<file path="config.mk">
export PLATFORM = sky130hd
export DESIGN_NAME = cpu_instruction_predecoder
export DESIGN_NICKNAME = d
export VERILOG_FILES = /design/src/sv/cip_pkg.sv /design/src/sv/cpu_instruction_predecoder.sv /design/src/sv/cip_decode.sv
export SDC_FILE = /design/constraint.sdc
export NUM_CORES = 1
export LEC_CHECK = 0
export BUFFER_PORTS_ARGS = -buffer_cell sky130_fd_sc_hd__buf_2
export CAP_MARGIN = 30
export CORE_MARGIN = 3
export CORE_UTILIZATION = 60
export CTS_BUF_LIST = sky130_fd_sc_hd__clkbuf_8
export CTS_CLUSTER_DIAMETER = 150
export CTS_CLUSTER_SIZE = 30
export DETAILED_ROUTE_END_ITERATION = 16
export HOLD_SLACK_MARGIN = 0.1
export PLACE_DENSITY = 0.91
export SLEW_MARGIN = 20
export SYNTH_ARGS = -nofsm -noshare
export SYNTH_HDL_FRONTEND = slang
export SYNTH_SLANG_ARGS = --single-unit
export TNS_END_PERCENT = 20
</file>
<file path="constraint.sdc">
create_clock -name clk -period 9.2 [get_ports clk]
set_input_delay 0.46 -clock clk [delete_from_list [all_inputs] [get_ports clk]]
set_output_delay 0.46 -clock clk [all_outputs]
set_load 0.01 [all_outputs]
</file>
<file path="src/sv/cip_pkg.sv">
`timescale 1ns / 1ps
// ----------------------------------------------------------------------------
// cip_pkg
// Shared types, opcodes and the length table of the instruction predecoder.
// ----------------------------------------------------------------------------
package cip_pkg;

    typedef enum logic [2:0] {
        FK_ORDINARY      = 3'd0,
        FK_CALL          = 3'd1,
        FK_JUMP          = 3'd2,
        FK_BRANCH_ALWAYS = 3'd3,
        FK_COND_BRANCH   = 3'd4,
        FK_RETURN        = 3'd5,
        FK_STOP          = 3'd6
    } flow_kind_t;

    localparam int PC_W        = 22;
    localparam int ROM_W       = 23;
    localparam int S_TDATA_W   = 56;
    localparam int M_TDATA_W   = 32;
    localparam int PADDR_W     = 3;

    localparam logic [ROM_W-1:0] ROM_BYTES_RESET = 23'h40_0000;
    localparam logic             REG_ROM_BYTES   = 1'b0;

    localparam logic [PC_W-1:0] VECTOR_LO = 22'h00_7FB0;
    localparam logic [PC_W-1:0] VECTOR_HI = 22'h00_7FFF;
    localparam logic [7:0]      MAP_BANK_LIMIT = 8'h7E;

    localparam logic [7:0] OP_BRK = 8'h00;
    localparam logic [7:0] OP_JSR = 8'h20;
    localparam logic [7:0] OP_JSL = 8'h22;
    localparam logic [7:0] OP_JMP = 8'h4C;
    localparam logic [7:0] OP_JML = 8'h5C;
    localparam logic [7:0] OP_BRA = 8'h80;
    localparam logic [7:0] OP_BPL = 8'h10;
    localparam logic [7:0] OP_BNE = 8'hD0;
    localparam logic [7:0] OP_BEQ = 8'hF0;
    localparam logic [7:0] OP_RTS = 8'h60;
    localparam logic [7:0] OP_RTL = 8'h6B;
    localparam logic [7:0] OP_REP = 8'hC2;
    localparam logic [7:0] OP_SEP = 8'hE2;

    localparam int BIT_M = 5;   // accumulator width bit in REP/SEP mask
    localparam int BIT_X = 4;   // index width bit

    typedef struct packed {
        logic [PC_W-1:0] pc_offset;
        logic [7:0]      opcode;
        logic [7:0]      operand_one;
        logic [7:0]      operand_two;
        logic [7:0]      operand_three;
        logic            path_start;
    } cip_item_t;

    typedef struct packed {
        logic [2:0]      length;
        flow_kind_t      flow_kind;
        logic [PC_W-1:0] target_offset;
        logic            target_valid;
        logic            ends_path;
        logic            wide_acc_after;
        logic            wide_index_after;
    } cip_result_t;

    function automatic logic [2:0] length_of(input logic [7:0] op,
                                             input logic wide_a,
                                             input logic wide_x);
        logic [2:0] len;
        begin
            case (op)
                8'hA9, 8'hE9, 8'h29, 8'h09:
                    len = wide_a ? 3'd3 : 3'd2;
                8'hA2, 8'hA0, 8'hE0:
                    len = wide_x ? 3'd3 : 3'd2;
                8'h8F, 8'h22, 8'h5C, 8'h9F, 8'hFF, 8'h0F, 8'h6F, 8'hAF:
                    len = 3'd4;
                8'h9C, 8'h8D, 8'hAD, 8'h20, 8'h4C, 8'hCD, 8'h9D, 8'hBD,
                8'h9E, 8'hDC, 8'hF4, 8'h8E, 8'hAE, 8'hBE:
                    len = 3'd3;
                8'hC2, 8'hE2, 8'h64, 8'h85, 8'h80, 8'h10, 8'hE6, 8'h84,
                8'h92, 8'h74, 8'h94, 8'hA5, 8'h91, 8'hB7, 8'hA4, 8'h03,
                8'h01, 8'h05, 8'h65, 8'h26, 8'h07, 8'h15, 8'h43, 8'h86,
                8'h96, 8'h97, 8'hD1, 8'hA1, 8'h87, 8'h37:
                    len = 3'd2;
                default:
                    len = 3'd1;
            endcase
            return len;
        end
    endfunction

endpackage

</file>
<file path="src/sv/cpu_instruction_predecoder.sv">
`timescale 1ns / 1ps
// A request passes through the input register, then the result register.
// Throughput: one request per cycle unless stalled; registered mode bits feed the next decode.
// Both stages advance together unless the result register is held by m_axis_tready low.
// Reset (rst_n low, asynchronous): stages empty, both width modes 8-bit,
// rom_bytes = 4194304.
// ----------------------------------------------------------------------------
// cpu_instruction_predecoder
// 65816 instruction length and control-flow predecoder with APB config port.
// ----------------------------------------------------------------------------
module cpu_instruction_predecoder
(
    input  logic                            clk,
    input  logic                            rst_n,
    // request: pc_offset[21:0], opcode[29:22], operand_one[37:30],
    //          operand_two[45:38], operand_three[53:46], zero pad[55:54]
    input  logic                            s_axis_tvalid,
    output logic                            s_axis_tready,
    input  logic [cip_pkg::S_TDATA_W-1:0]   s_axis_tdata,
    input  logic                            s_axis_tuser,   // path_start[0]
    // result: length[2:0], target_offset[24:3], target_valid[25], ends_path[26],
    //         wide_acc_after[27], wide_index_after[28], zero pad[31:29]
    output logic                            m_axis_tvalid,
    input  logic                            m_axis_tready,
    output logic [cip_pkg::M_TDATA_W-1:0]   m_axis_tdata,
    output logic [2:0]                      m_axis_tuser,   // flow_kind[2:0]
    input  logic                            psel,
    input  logic                            penable,
    input  logic                            pwrite,
    input  logic [cip_pkg::PADDR_W-1:0]     paddr,
    input  logic [31:0]                     pwdata,
    output logic [31:0]                     prdata,
    output logic                            pready
);

    logic                           in_valid_reg;
    cip_pkg::cip_item_t             in_item_reg;
    logic                           out_valid_reg;
    cip_pkg::cip_result_t           out_res_reg;
    logic                           wide_acc_reg;
    logic                           wide_idx_reg;
    logic [cip_pkg::ROM_W-1:0]      rom_bytes_reg;
    logic [cip_pkg::ROM_W-1:0]      rom_bytes_next;
    cip_pkg::cip_item_t             in_item_next;
    cip_pkg::cip_result_t           dec_res;
    logic                           out_free;
    logic                           advance;
    logic                           take_in;
    logic                           reg_sel;

    assign out_free      = !out_valid_reg || m_axis_tready;
    assign advance       = in_valid_reg && out_free;
    assign s_axis_tready = !in_valid_reg || out_free;
    assign take_in       = s_axis_tvalid && s_axis_tready;

    assign in_item_next.pc_offset     = s_axis_tdata[21:0];
    assign in_item_next.opcode        = s_axis_tdata[29:22];
    assign in_item_next.operand_one   = s_axis_tdata[37:30];
    assign in_item_next.operand_two   = s_axis_tdata[45:38];
    assign in_item_next.operand_three = s_axis_tdata[53:46];
    assign in_item_next.path_start    = s_axis_tuser;

    cip_decode u_decode
    (
        .item      (in_item_reg),
        .wide_acc  (wide_acc_reg),
        .wide_idx  (wide_idx_reg),
        .rom_bytes (rom_bytes_reg),
        .res       (dec_res)
    );

    always_ff @(posedge clk or negedge rst_n)
    begin
        if (!rst_n)
        begin
            in_valid_reg  <= 1'b0;
            out_valid_reg <= 1'b0;
            wide_acc_reg  <= 1'b0;
            wide_idx_reg  <= 1'b0;
            rom_bytes_reg <= cip_pkg::ROM_BYTES_RESET;
        end
        else
        begin
            if (take_in)
                in_valid_reg <= 1'b1;
            else if (advance)
                in_valid_reg <= 1'b0;
            if (advance)
            begin
                out_valid_reg <= 1'b1;
                wide_acc_reg  <= dec_res.wide_acc_after;
                wide_idx_reg  <= dec_res.wide_index_after;
            end
            else if (m_axis_tready)
            begin
                out_valid_reg <= 1'b0;
            end
            rom_bytes_reg <= rom_bytes_next;
        end
    end

    always_ff @(posedge clk)
    begin
        if (take_in)
            in_item_reg <= in_item_next;
        if (advance)
            out_res_reg <= dec_res;
    end

    // config register
    assign reg_sel = (paddr[2] == cip_pkg::REG_ROM_BYTES);
    assign pready  = 1'b1;

    always_comb
    begin
        rom_bytes_next = rom_bytes_reg;
        if (psel && penable && pwrite && pready && reg_sel)
            rom_bytes_next = pwdata[cip_pkg::ROM_W-1:0];
    end

    assign prdata = reg_sel ? {{(32 - cip_pkg::ROM_W){1'b0}}, rom_bytes_reg} : 32'd0;

    assign m_axis_tvalid = out_valid_reg;
    assign m_axis_tdata  = {3'b000,
                            out_res_reg.wide_index_after,
                            out_res_reg.wide_acc_after,
                            out_res_reg.ends_path,
                            out_res_reg.target_valid,
                            out_res_reg.target_offset,
                            out_res_reg.length};
    assign m_axis_tuser  = out_res_reg.flow_kind;

endmodule

</file>
<file path="src/sv/cip_decode.sv">
`timescale 1ns / 1ps
// ----------------------------------------------------------------------------
// cip_decode
// Single-pass decode of one instruction window: length, flow kind, mapped
// target and the updated width mode bits.
// ----------------------------------------------------------------------------
module cip_decode
(
    input  cip_pkg::cip_item_t           item,
    input  logic                         wide_acc,
    input  logic                         wide_idx,
    input  logic [cip_pkg::ROM_W-1:0]    rom_bytes,
    output cip_pkg::cip_result_t         res
);

    logic                      wa0;
    logic                      wx0;
    logic                      is_stop;
    logic                      is_call_jump;
    logic                      is_long;
    logic                      is_branch;
    logic                      is_return;
    logic [7:0]                bank;
    logic [15:0]               low;
    logic                      jmp_mapped;
    logic [cip_pkg::PC_W-1:0]  jmp_target;
    logic [14:0]               br_low;
    logic [cip_pkg::PC_W-1:0]  br_target;
    logic                      below_rom;

    // path start drops both modes to 8-bit before anything else
    assign wa0 = item.path_start ? 1'b0 : wide_acc;
    assign wx0 = item.path_start ? 1'b0 : wide_idx;

    assign is_stop = ((item.pc_offset >= cip_pkg::VECTOR_LO) &&
                      (item.pc_offset <= cip_pkg::VECTOR_HI)) ||
                     (item.opcode == cip_pkg::OP_BRK);
    assign is_long = (item.opcode == cip_pkg::OP_JSL) || (item.opcode == cip_pkg::OP_JML);
    assign is_call_jump = is_long || (item.opcode == cip_pkg::OP_JSR) ||
                          (item.opcode == cip_pkg::OP_JMP);
    assign is_branch = (item.opcode == cip_pkg::OP_BRA) || (item.opcode == cip_pkg::OP_BPL) ||
                       (item.opcode == cip_pkg::OP_BNE) || (item.opcode == cip_pkg::OP_BEQ);
    assign is_return = (item.opcode == cip_pkg::OP_RTS) || (item.opcode == cip_pkg::OP_RTL);

    // LoROM-style mapping; low half of banks below 0x7E is not ROM
    assign bank = is_long ? item.operand_three : 8'h00;
    assign low  = {item.operand_two, item.operand_one};
    assign jmp_mapped = low[15] || (bank >= cip_pkg::MAP_BANK_LIMIT);
    assign jmp_target = jmp_mapped ? {bank[6:0], low[14:0]} : '0;

    // branch wraps within the current 32 KiB page
    assign br_low = item.pc_offset[14:0] + 15'd2 + {{7{item.operand_one[7]}}, item.operand_one};
    assign br_target = {item.pc_offset[cip_pkg::PC_W-1:15], br_low};

    always_comb
    begin
        res.length           = 3'd1;
        res.flow_kind        = cip_pkg::FK_ORDINARY;
        res.target_offset    = '0;
        res.target_valid     = 1'b0;
        res.ends_path        = 1'b0;
        res.wide_acc_after   = wa0;
        res.wide_index_after = wx0;
        below_rom = 1'b0;
        if (is_stop)
        begin
            res.length    = 3'd0;
            res.flow_kind = cip_pkg::FK_STOP;
            res.ends_path = 1'b1;
        end
        else if (is_call_jump)
        begin
            res.length = is_long ? 3'd4 : 3'd3;
            if ((item.opcode == cip_pkg::OP_JSR) || (item.opcode == cip_pkg::OP_JSL))
            begin
                res.flow_kind = cip_pkg::FK_CALL;
            end
            else
            begin
                res.flow_kind = cip_pkg::FK_JUMP;
                res.ends_path = 1'b1;
            end
            res.target_offset = jmp_target;
            below_rom = {1'b0, jmp_target} < rom_bytes;
            res.target_valid = jmp_mapped && below_rom;
        end
        else if (is_branch)
        begin
            res.length = 3'd2;
            if (item.opcode == cip_pkg::OP_BRA)
            begin
                res.flow_kind = cip_pkg::FK_BRANCH_ALWAYS;
                res.ends_path = 1'b1;
            end
            else
            begin
                res.flow_kind = cip_pkg::FK_COND_BRANCH;
            end
            res.target_offset = br_target;
            below_rom = {1'b0, br_target} < rom_bytes;
            res.target_valid = below_rom;
        end
        else if (is_return)
        begin
            res.flow_kind = cip_pkg::FK_RETURN;
            res.ends_path = 1'b1;
        end
        else
        begin
            res.length = cip_pkg::length_of(item.opcode, wa0, wx0);
            if (item.opcode == cip_pkg::OP_REP)
            begin
                if (item.operand_one[cip_pkg::BIT_M]) res.wide_acc_after   = 1'b1;
                if (item.operand_one[cip_pkg::BIT_X]) res.wide_index_after = 1'b1;
            end
            else if (item.opcode == cip_pkg::OP_SEP)
            begin
                if (item.operand_one[cip_pkg::BIT_M]) res.wide_acc_after   = 1'b0;
                if (item.operand_one[cip_pkg::BIT_X]) res.wide_index_after = 1'b0;
            end
        end
    end

endmodule

</file>
==> impl_results.md, run 1 <==
- Vias/cell: 6.063
- Hold WC Path Type: input pin to register
- Actual transition at the worst max-transition pin: 1.017 ns
- Mux contribution to synthesized area: 4.119%
- Post-Syn Area: 7047 um2
- Average size of a mapped cell: 10.68 um2
- Final instance area: 8213 um2
- PortBufs: 142
- EDFF count, synth: 87
- Syn. warnings: 0
- RSZ-0062 raised after global routing: false
- Worst endpoint required time: 9.38 ns
- Flop pwr share: 43.8%
- Area leader, netlist: edfxtp_1
- Initial antenna violation count: 0
- Fraction of layout cells with a size suffix above 1: 26.63%
- Achievable Freq: 243.5 MHz
- Leak: 3.636 nW
- Die X: 114.4 um
- Maximum fanout along the worst path: 20
- Setup slack after layout: 5.094 ns
- CP Launch Type: register
- Synthesized flop and latch total: 114
- Hold path depth: 1
- Number of fill cells in the layout: 762
- Status: finished, final reports clean
- Initial DRC Count: 398
- Largest net degree at the start of global routing: 56
- Logic pwr share: 24.3%
- Library cells used by synthesis: 71
- Slowest CP cell: edfxtp_1
- Max FFs per register: 55
- Die area: 13080 um2
- Peak VDD IR: 201.8 uV
- Core area: 11170 um2
- First-pass DRT Iterations: 5
- P&R area growth vs syn: 16.55%
- R2R depth: 12
- Synth async-reset ratio: 23.68%
- Initial Util: 63.07%
- Rows: 38
- Final clock skew: 0.01170 ns
- Internal cell power: 0.001014 W
- Total GRT Usage: 27.91%
- Yosys top cell area share: 37.07%
- Gr ovfl total: 0
- Routability cong.: 0.9408
- Worst skew pair latency: 0.45 ns
- Pre-CTS setup slack: 5.182 ns
- Root Driver: clkbuf_8
- DR WL/cell: 18.64 um
- Post-Synthesis Cells: 660
- Maxcap violations: 0
- Synth Flop Type: edfxtp_1
- Switching power total: 0.0004714 W
- Seq/Total Area, Yosys: 46.68%
- CTS tree: built
- Critical path buffer and inverter count: 0
- Final Hold Viols: 0
- CTS buffer count: 17
- Critical path, cell by cell: nand4bb_1 -> a2bb2o_1 -> nand2_1 -> nor2_1 -> and2_1 -> ha_1 -> nand4_1 -> nor4b_1 -> and3_1 -> o211ai_1 -> nand3_1 -> o21ai_0
- # setup viols final: 0
- Crit Reg-Reg Endpoint: m_axis_tdata[25]$_SDFFCE_PP0P_
- Post-Synth XOR/XNOR Area: 1.616%
- HPWL after detailed placement: 13240 um
- Global-route wire length before repair: 28230 um
- Worst stage delay on the critical path: 0.67 ns
- Synth top area cells: edfxtp_1 37%, ha_1 12%, dfrtp_1 9.2%, mux2_2 3.8%, nor2_1 3.7%
- Synth Area in Compound Gates: 13.16%
- Switching power share of the total: 31.74%
- Worst Min Path Start: s_axis_tuser
- Die span in y: 114.4 um
- Slew Viols, Final: 0
- Setup TNS: 0 ns
- Post-CTS Setup Inserts: 0
- Slew HR: 32.20%
- Cts repair resizes: 0
- Routed wire length: 17730 um
- DP Area: 7802 um2
- Clock network power share: 31.9%
- Min cycle time layout: 4.106 ns
- Setup crit end kind: register
- Adder-cell share of the synthesized area: 12.54%
- Largest family of logic cells by synthesized area: simple AND/OR/NAND/NOR gates
- Synth Area in Simple Gates: 16.51%
- Vias in the first global route: 5811
- Diodes inserted: 0
- Sink Count: 114
- Crit path kind: register to register
- Antenna-violating nets left: 0
- Critical path's top delay family: simple AND/OR/NAND/NOR gates
- PwrDens: 180.8 nW/um2
- Worst Hold Endpoint: in_item_reg[0]$_DFFE_PP_
- Clock slew at reported path FFs: 0.08 ns
- Via count: 5766
- Worst path arrival time: 4.28 ns
- Nets: 967
- CTS H-tree depth: 4
- I/O pin cnt: 169
- Fin crit share: 44.63%
- Reg2reg setup slack: 5.09 ns
- Worst hold slack: 0.1828 ns
- CTS max path bufs: 2
- R2r startpoint: in_item_reg[26]$_DFFE_PP_
- DRC violations left: 0
## cell usage after synthesis, drive strengths merged (6+ instances only)
| master | count |
|---|---|
| nor4 | 9 |
| and2 | 14 |
| nor3 | 6 |
| xnor2 | 8 |
| a21oi | 25 |
| buf | 20 |
| nor2b | 18 |
| nand2b | 12 |
| a31oi | 7 |
| edfxtp | 87 |
| dfrtp | 26 |
| a211oi | 6 |
| o211ai | 8 |
| nand2 | 30 |
| o21ai | 30 |
| nand3 | 14 |
| inv | 41 |
| clkbuf | 20 |
| ha | 69 |
| nand4 | 12 |
| nor2 | 70 |
| mux2 | 24 |
| a22oi | 15 |
| o31ai | 6 |
## worst reg2reg max path, cell delays in order, from the launching register on
cell and delay (ns):
edfxtp_1 0.67, nand4bb_1 0.46, a2bb2o_1 0.37, nand2_1 0.12, nor2_1 0.60, and2_1 0.24
ha_1 0.15, nand4_1 0.09, nor4b_1 0.53, and3_1 0.30, o211ai_1 0.12, nand3_1 0.11
o21ai_0 0.09
## through the flow
step / util, % / power (W) / std cells
after floorplan: - / 0.0008935 / 671
after global placement: 69.73 / 0.0009913 / 917
after detailed placement: 69.83 / 0.001014 / 918
after CTS: 73.51 / 0.001486 / 951
after global routing: 73.51 / 0.001563 / 951
final: 73.51 / 0.001485 / 951
## worst max path at each step
stage | end | slack (ns) | cells past startpoint | startpoint
global placement | m_axis_tdata[25]$_SDFFCE_PP0P_ | 5.26 | 13 | in_item_reg[24]$_DFFE_PP_
global route | m_axis_tdata[25]$_SDFFCE_PP0P_ | 4.72 | 13 | in_item_reg[24]$_DFFE_PP_
CTS | m_axis_tdata[25]$_SDFFCE_PP0P_ | 5.15 | 12 | in_item_reg[26]$_DFFE_PP_
finish | m_axis_tdata[25]$_SDFFCE_PP0P_ | 5.09 | 12 | in_item_reg[26]$_DFFE_PP_
floorplan | m_axis_tdata[25]$_SDFFCE_PP0P_ | 5.83 | 17 | in_item_reg[18]$_DFFE_PP_
detailed placement | m_axis_tdata[25]$_SDFFCE_PP0P_ | 5.18 | 12 | in_item_reg[26]$_DFFE_PP_
## kinds of logic after synthesis
logic type               after synthesis
AND/OR/NAND/NOR                      219
multiplexers                          26
other                                  2
flip-flops                           114
XOR/XNOR                              13
buffers and inverters                 81
AO/OA/AOI/OAI                        135
adder cells (fa/ha/maj)               70
## area by class of cell
| cell class | count | area [um2] | area share, % |
|---|---|---|---|
| multi-input cells | 476 | 3432 | 41.79 |
| flip-flops and latches | 114 | 3289 | 40.05 |
| repair buffers | 148 | 762.0 | 9.278 |
| clock buffers | 18 | 247.7 | 3.016 |
| well taps | 140 | 175.2 | 2.133 |
| inverters | 41 | 153.9 | 1.874 |
| clock inverters | 14 | 152.6 | 1.859 |
## placed cells by master (no fill, tap or decap), drive strengths merged, types with 5 or more instances in the layout
master	netlist	routed
buf	20	147
edfxtp	87	87
nor2	70	70
ha	69	69
inv	41	46
o21ai	30	30
nand2	30	30
dfrtp	26	26
a21oi	25	25
mux2	24	24
nor2b	18	18
clkbuf	20	18
a22oi	15	15
nand3	14	14
and2	14	14
conb	2	13
nand4	12	12
nand2b	12	12
nor4	9	9
xnor2	8	8
o211ai	8	8
a31oi	7	7
nor3	6	6
a211oi	6	6
o31ai	6	6
a21o	5	5
nand3b	5	5
o21a	5	5
xor2	5	5
## per-layer routing
metal	up-vias	share of wire, %	wire (um)	global-route usage [%]
li1	2703	-	-	-
met1	2698	40	7082	34.79
met2	327	48	8504	45.90
met3	38	9.8	1738	8.827
met4	0	2.3	401	9.976
met5	-	0	0	0
## what timing repair did
action | 4_1_cts | 5_1_grt
endpoints found under the setup margin | 0 | 0
endpoints found under the hold margin | 26 | 0
hold buffers | 1 | 0
## power groups by stage
| stage | clock (W) | sequential, W | combinational, W |
|---|---|---|---|
| 2_1_floorplan | 0 | 0.000645 | 0.000248 |
| 4_1_cts | 0.000479 | 0.000649 | 0.000358 |
| 3_5_place_dp | 0 | 0.000659 | 0.000354 |
| 5_1_grt | 0.000504 | 0.000655 | 0.000403 |
| 6_report | 0.000474 | 0.000650 | 0.000361 |
| 3_3_place_gp | 0 | 0.000655 | 0.000336 |
No activity file was read; power rests on OpenSTA's default activity.
==> inputs of run 2 (changes only) <==
Settings changed: ABC_AREA set to 1, CORE_UTILIZATION 60 to 56, PLACE_DENSITY 0.91 to 0.86.
Clock period 9.2 ns to 4.3 ns, I/O delays scaled along.
==> run 2 against run 1 <==
Global-route usage up 0.50 points. Area after synthesis down 3.1%. Worst hold slack better by 0.16 ns. Worst setup slack worse by 4.4 ns. Critical path type unchanged. Largest cell class is now sequential cells. Largest power group unchanged.
==> impl_results.md, run 2 <==
- Die X: 116.5 um (was 114.4 um)
- Yosys top cell area share: 38.24% (was 37.07%)
- Actual transition at the worst max-transition pin: 0.7876 ns (was 1.017 ns)
- CTS tree: built (unchanged)
- Max FFs per register: 55 (unchanged)
- Slowest CP cell: fa_1 (was edfxtp_1)
- Average size of a mapped cell: 9.257 um2 (was 10.68 um2)
- Worst endpoint required time: 4.50 ns (was 9.38 ns)
- PwrDens: 360.9 nW/um2 (was 180.8 nW/um2)
- Post-Place Cells: 1011 (was 918)
- DRC violations left: 0 (unchanged)
- Nets: 1138 (was 967)
- Flop pwr share: 43.6% (was 43.8%)
- Initial antenna violation count: 0 (unchanged)
- Crit path kind: register to register (unchanged)
- Most frequent cells in the layout: 142 x buf_2, 125 x nand2_1, 87 x edfxtp_1 (was 142 x buf_2, 87 x edfxtp_1, 70 x nor2_1)
- Leak: 4.252 nW (was 3.636 nW)
- Core area: 11660 um2 (was 11170 um2)
- Setup TNS: 0 ns (unchanged)
- Worst hold slack: 0.3401 ns (was 0.1828 ns)
- Final Hold Viols: 0 (unchanged)
- Routability cong.: 0.9013 (was 0.9408)
- Commonest cells in the synthesized netlist: 125 x nand2_1, 87 x edfxtp_1, 84 x inv_1 (was 87 x edfxtp_1, 70 x nor2_1, 69 x ha_1)
- Final clock skew: 0.009499 ns (was 0.01170 ns)
- Switching power share of the total: 33.30% (was 31.74%)
- Synth Flop Type: edfxtp_1 (unchanged)
- CTS H-tree depth: 4 (unchanged)
- I/O pin cnt: 169 (unchanged)
- R2R depth: 18 (was 12)
- Root Driver: clkbuf_8 (unchanged)
- Peak VDD IR: 284.3 uV (was 201.8 uV)
- Initial DRC Count: 422 (was 398)
- Worst skew pair latency: 0.45 ns (about the same)
- Worst path arrival time: 3.78 ns (was 4.28 ns)
- Maximum fanout along the worst path: 3 (was 20)
- Setup crit end kind: register (unchanged)
- Antenna-violating nets left: 0 (unchanged)
- Largest net degree at the start of global routing: 47 (was 56)
- Hold WC Path Type: input pin to async pin (was input pin to register)
- HPWL after detailed placement: 12700 um (was 13240 um)
- Sequential Area: 3289 um2 (unchanged)
- Worst stage delay on the critical path: 0.40 ns (was 0.67 ns)
- Initial Util: 58.58% (was 63.07%)
- Die area: 13560 um2 (was 13080 um2)
- WP depth: 18 (was 12)
- Gr ovfl total: 0 (unchanged)
- First-pass DRT Iterations: 5 (unchanged)
- Via count: 6164 (was 5766)
- Clock slew at reported path FFs: 0.07 ns (was 0.08 ns)
- Seq/Total Area, Yosys: 48.15% (was 46.68%)
- Total power: 0.003175 W (was 0.001485 W)
- EDFF count, synth: 87 (unchanged)
- Non-Filler Instances: 1125 (was 951)
- PortBufs: 142 (unchanged)
- Logic pwr share: 27.6% (was 24.3%)
- Most numerous cell in the Yosys netlist: nand2_1 (was edfxtp_1)
- Critical path buffer and inverter count: 4 (was 0)
- Routed wire length: 18750 um (was 17730 um)
- Critical path's top delay family: adder cells (was simple AND/OR/NAND/NOR gates)
- Slew Viols, Final: 0 (unchanged)
- Critical path, cell by cell: inv_1 -> ha_1 -> inv_1 -> ha_1 -> inv_1 -> fa_1 -> o21ai_1 -> a21oi_1 -> o21ai_1 -> a21oi_1 -> xor2_1 -> inv_2 -> ha_1 -> nand4_1 -> nor3_1 -> a21oi_1 -> o21ai_0 -> a21oi_1 (was nand4bb_1 -> a2bb2o_1 -> nand2_1 -> nor2_1 -> and2_1 -> ha_1 -> nand4_1 -> nor4b_1 -> and3_1 -> o211ai_1 -> nand3_1 -> o21ai_0)
- Slew HR: 47.43% (was 32.20%)
- Area leader, netlist: edfxtp_1 (unchanged)
- Synth top area cells: edfxtp_1 38%, ha_1 13%, dfrtp_1 9.5%, nand2_1 6.9%, a21oi_1 6.1% (was edfxtp_1 37%, ha_1 12%, dfrtp_1 9.2%, mux2_2 3.8%, nor2_1 3.7%)
- Global-route wire length before repair: 29210 um (was 28230 um)
- Core Util, Final: 75.43% (was 73.51%)
- Diodes inserted: 0 (unchanged)
- Switching power total: 0.001057 W (was 0.0004714 W)
- RSZ-0062 raised after global routing: false (unchanged)
- DR WL/cell: 16.66 um (was 18.64 um)
- Synthesized flop and latch total: 114 (unchanged)
- Sink Count: 114 (unchanged)
- CTS buffer count: 17 (unchanged)
- P&R area growth vs syn: 28.77% (was 16.55%)
- # setup viols final: 0 (unchanged)
- Library cells used by synthesis: 44 (was 71)
- Maxcap violations: 0 (unchanged)
- Die span in y: 116.5 um (was 114.4 um)
- Vias/cell: 5.479 (was 6.063)
- Multi-input logic area: 3053 um2 (was 3432 um2)
- Syn. warnings: 0 (unchanged)
- Min cycle time layout: 3.582 ns (was 4.106 ns)
- CTS max path bufs: 2 (unchanged)
- Synth async-reset ratio: 23.68% (unchanged)
- Internal cell power: 0.002118 W (was 0.001014 W)
- Status: finished, final reports clean (unchanged)
- Post-Syn Area: 6832 um2 (was 7047 um2)
- Rows: 39 (was 38)
- Vias in the first global route: 5844 (was 5811)
- Number of fill cells in the layout: 761 (was 762)
- Post-CTS Setup Inserts: 0 (unchanged)
- CP Launch Type: register (unchanged)
- Total GRT Usage: 28.41% (was 27.91%)
- Fraction of layout cells with a size suffix above 1: 21.89% (was 26.63%)
- Worst path most repeated cell: a21oi_1
- Achievable Freq: 279.1 MHz (was 243.5 MHz)
- Fin crit share: 83.31% (was 44.63%)
- Post-Synthesis Cells: 738 (was 660)
- Clock network power share: 28.8% (was 31.9%)
- Commonest non-fill, non-tap cell in the layout: buf_2 (unchanged)
run 2: cell count changes after synthesis, moves of 12 or more:
cell / previous run / this run
nand2_1: 29 / 125
and2_1: 14 / 0
nor2b_1: 18 / 0
nand3_1: 14 / 29
a22oi_1: 15 / 0
nand2b_1: 12 / 0
mux2_2: 24 / 0
a21oi_1: 24 / 83
inv_1: 41 / 84
clkbuf_1: 20 / 6
run 2: layout make-up:
cell class              instances  area share (%)
well taps                     143           2.034
clock buffers                  17           2.660
multi-input cells             513           34.70
flip-flops and latches        114           37.39
clock inverters                15           1.365
inverters                      94           4.011
repair buffers                229           17.84
run 2: per-layer routing:
metal  up-vias  GRT usage (%)  part of all wire (%)
met5         -              0                     0
met2       298          47.52                    49
met3        45          7.098                   7.8
li1       2957              -                     -
met1      2864          35.81                    40
met4         0          10.52                   3.0
run 2: what timing repair did:
action / 4_1_cts / 5_1_grt
hold buffers: 82 / 0
resized for setup: 0 / 0
hold endpoints to repair: 106 / 0
run 2: cells by family (layout without fill, tap and decap cells):
group,after synthesis,in the layout,share of synthesized area (%)
other cells,2,13,0.1099
xor+xnor,14,14,1.795
fa+ha+maj,70,70,12.93
flops,114,114,48.15
simple gates,292,292,19.54
compound gates,124,124,9.707
buf+inv,122,355,7.766
run 2: path summary, 6_finish.rpt:
kind	end	startpoint	slack, ns
hold / removal	rom_bytes_reg[11]$_DFFE_PN0P_	rst_n	0.34
hold reg to reg	wide_acc_reg$_DFFE_PN0P_	wide_acc_reg$_DFFE_PN0P_	0.51
setup reg to reg	m_axis_tdata[25]$_SDFFCE_PP0P_	in_item_reg[18]$_DFFE_PP_	0.72
max in group asynchronous	m_axis_tvalid$_DFFE_PN0P_	rst_n	3.53
min in group clk	rom_bytes_reg[22]$_DFFE_PN1P_	penable	0.42
setup / recovery	m_axis_tdata[25]$_SDFFCE_PP0P_	in_item_reg[18]$_DFFE_PP_	0.72
run 2: metrics by stage:
| stage | worst slack [ns] | cell area, um2 |
|---|---|---|
| 3_3_place_gp | 0.8562 | 7622 |
| 6_report | 0.7176 | 8797 |
| 2_1_floorplan | 1.125 | 6873 |
| 3_5_place_dp | 0.7396 | 7622 |
| 4_1_cts | 0.7243 | 8797 |
| 5_1_grt | 0.4619 | 8797 |
run 2: power groups by stage:
| stage | sequential [W] | clock, W | combinational, W |
|---|---|---|---|
| 6_report | 0.00138 | 0.000914 | 0.000878 |
| 4_1_cts | 0.00138 | 0.000925 | 0.000852 |
| 2_1_floorplan | 0.00141 | 0 | 0.000523 |
| 3_5_place_dp | 0.00140 | 0 | 0.000789 |
| 3_3_place_gp | 0.00140 | 0 | 0.000763 |
| 5_1_grt | 0.00139 | 0.000987 | 0.000982 |
run 2: worst reg2reg max path: stages (launching register included):
cell and delay, ns:
edfxtp_1 0.37, inv_1 0.12, ha_1 0.24, inv_1 0.06, ha_1 0.17, inv_1 0.06
fa_1 0.40, o21ai_1 0.26, a21oi_1 0.14, o21ai_1 0.21, a21oi_1 0.11, xor2_1 0.24
inv_2 0.06, ha_1 0.27, nand4_1 0.11, nor3_1 0.15, a21oi_1 0.11, o21ai_0 0.16
a21oi_1 0.08
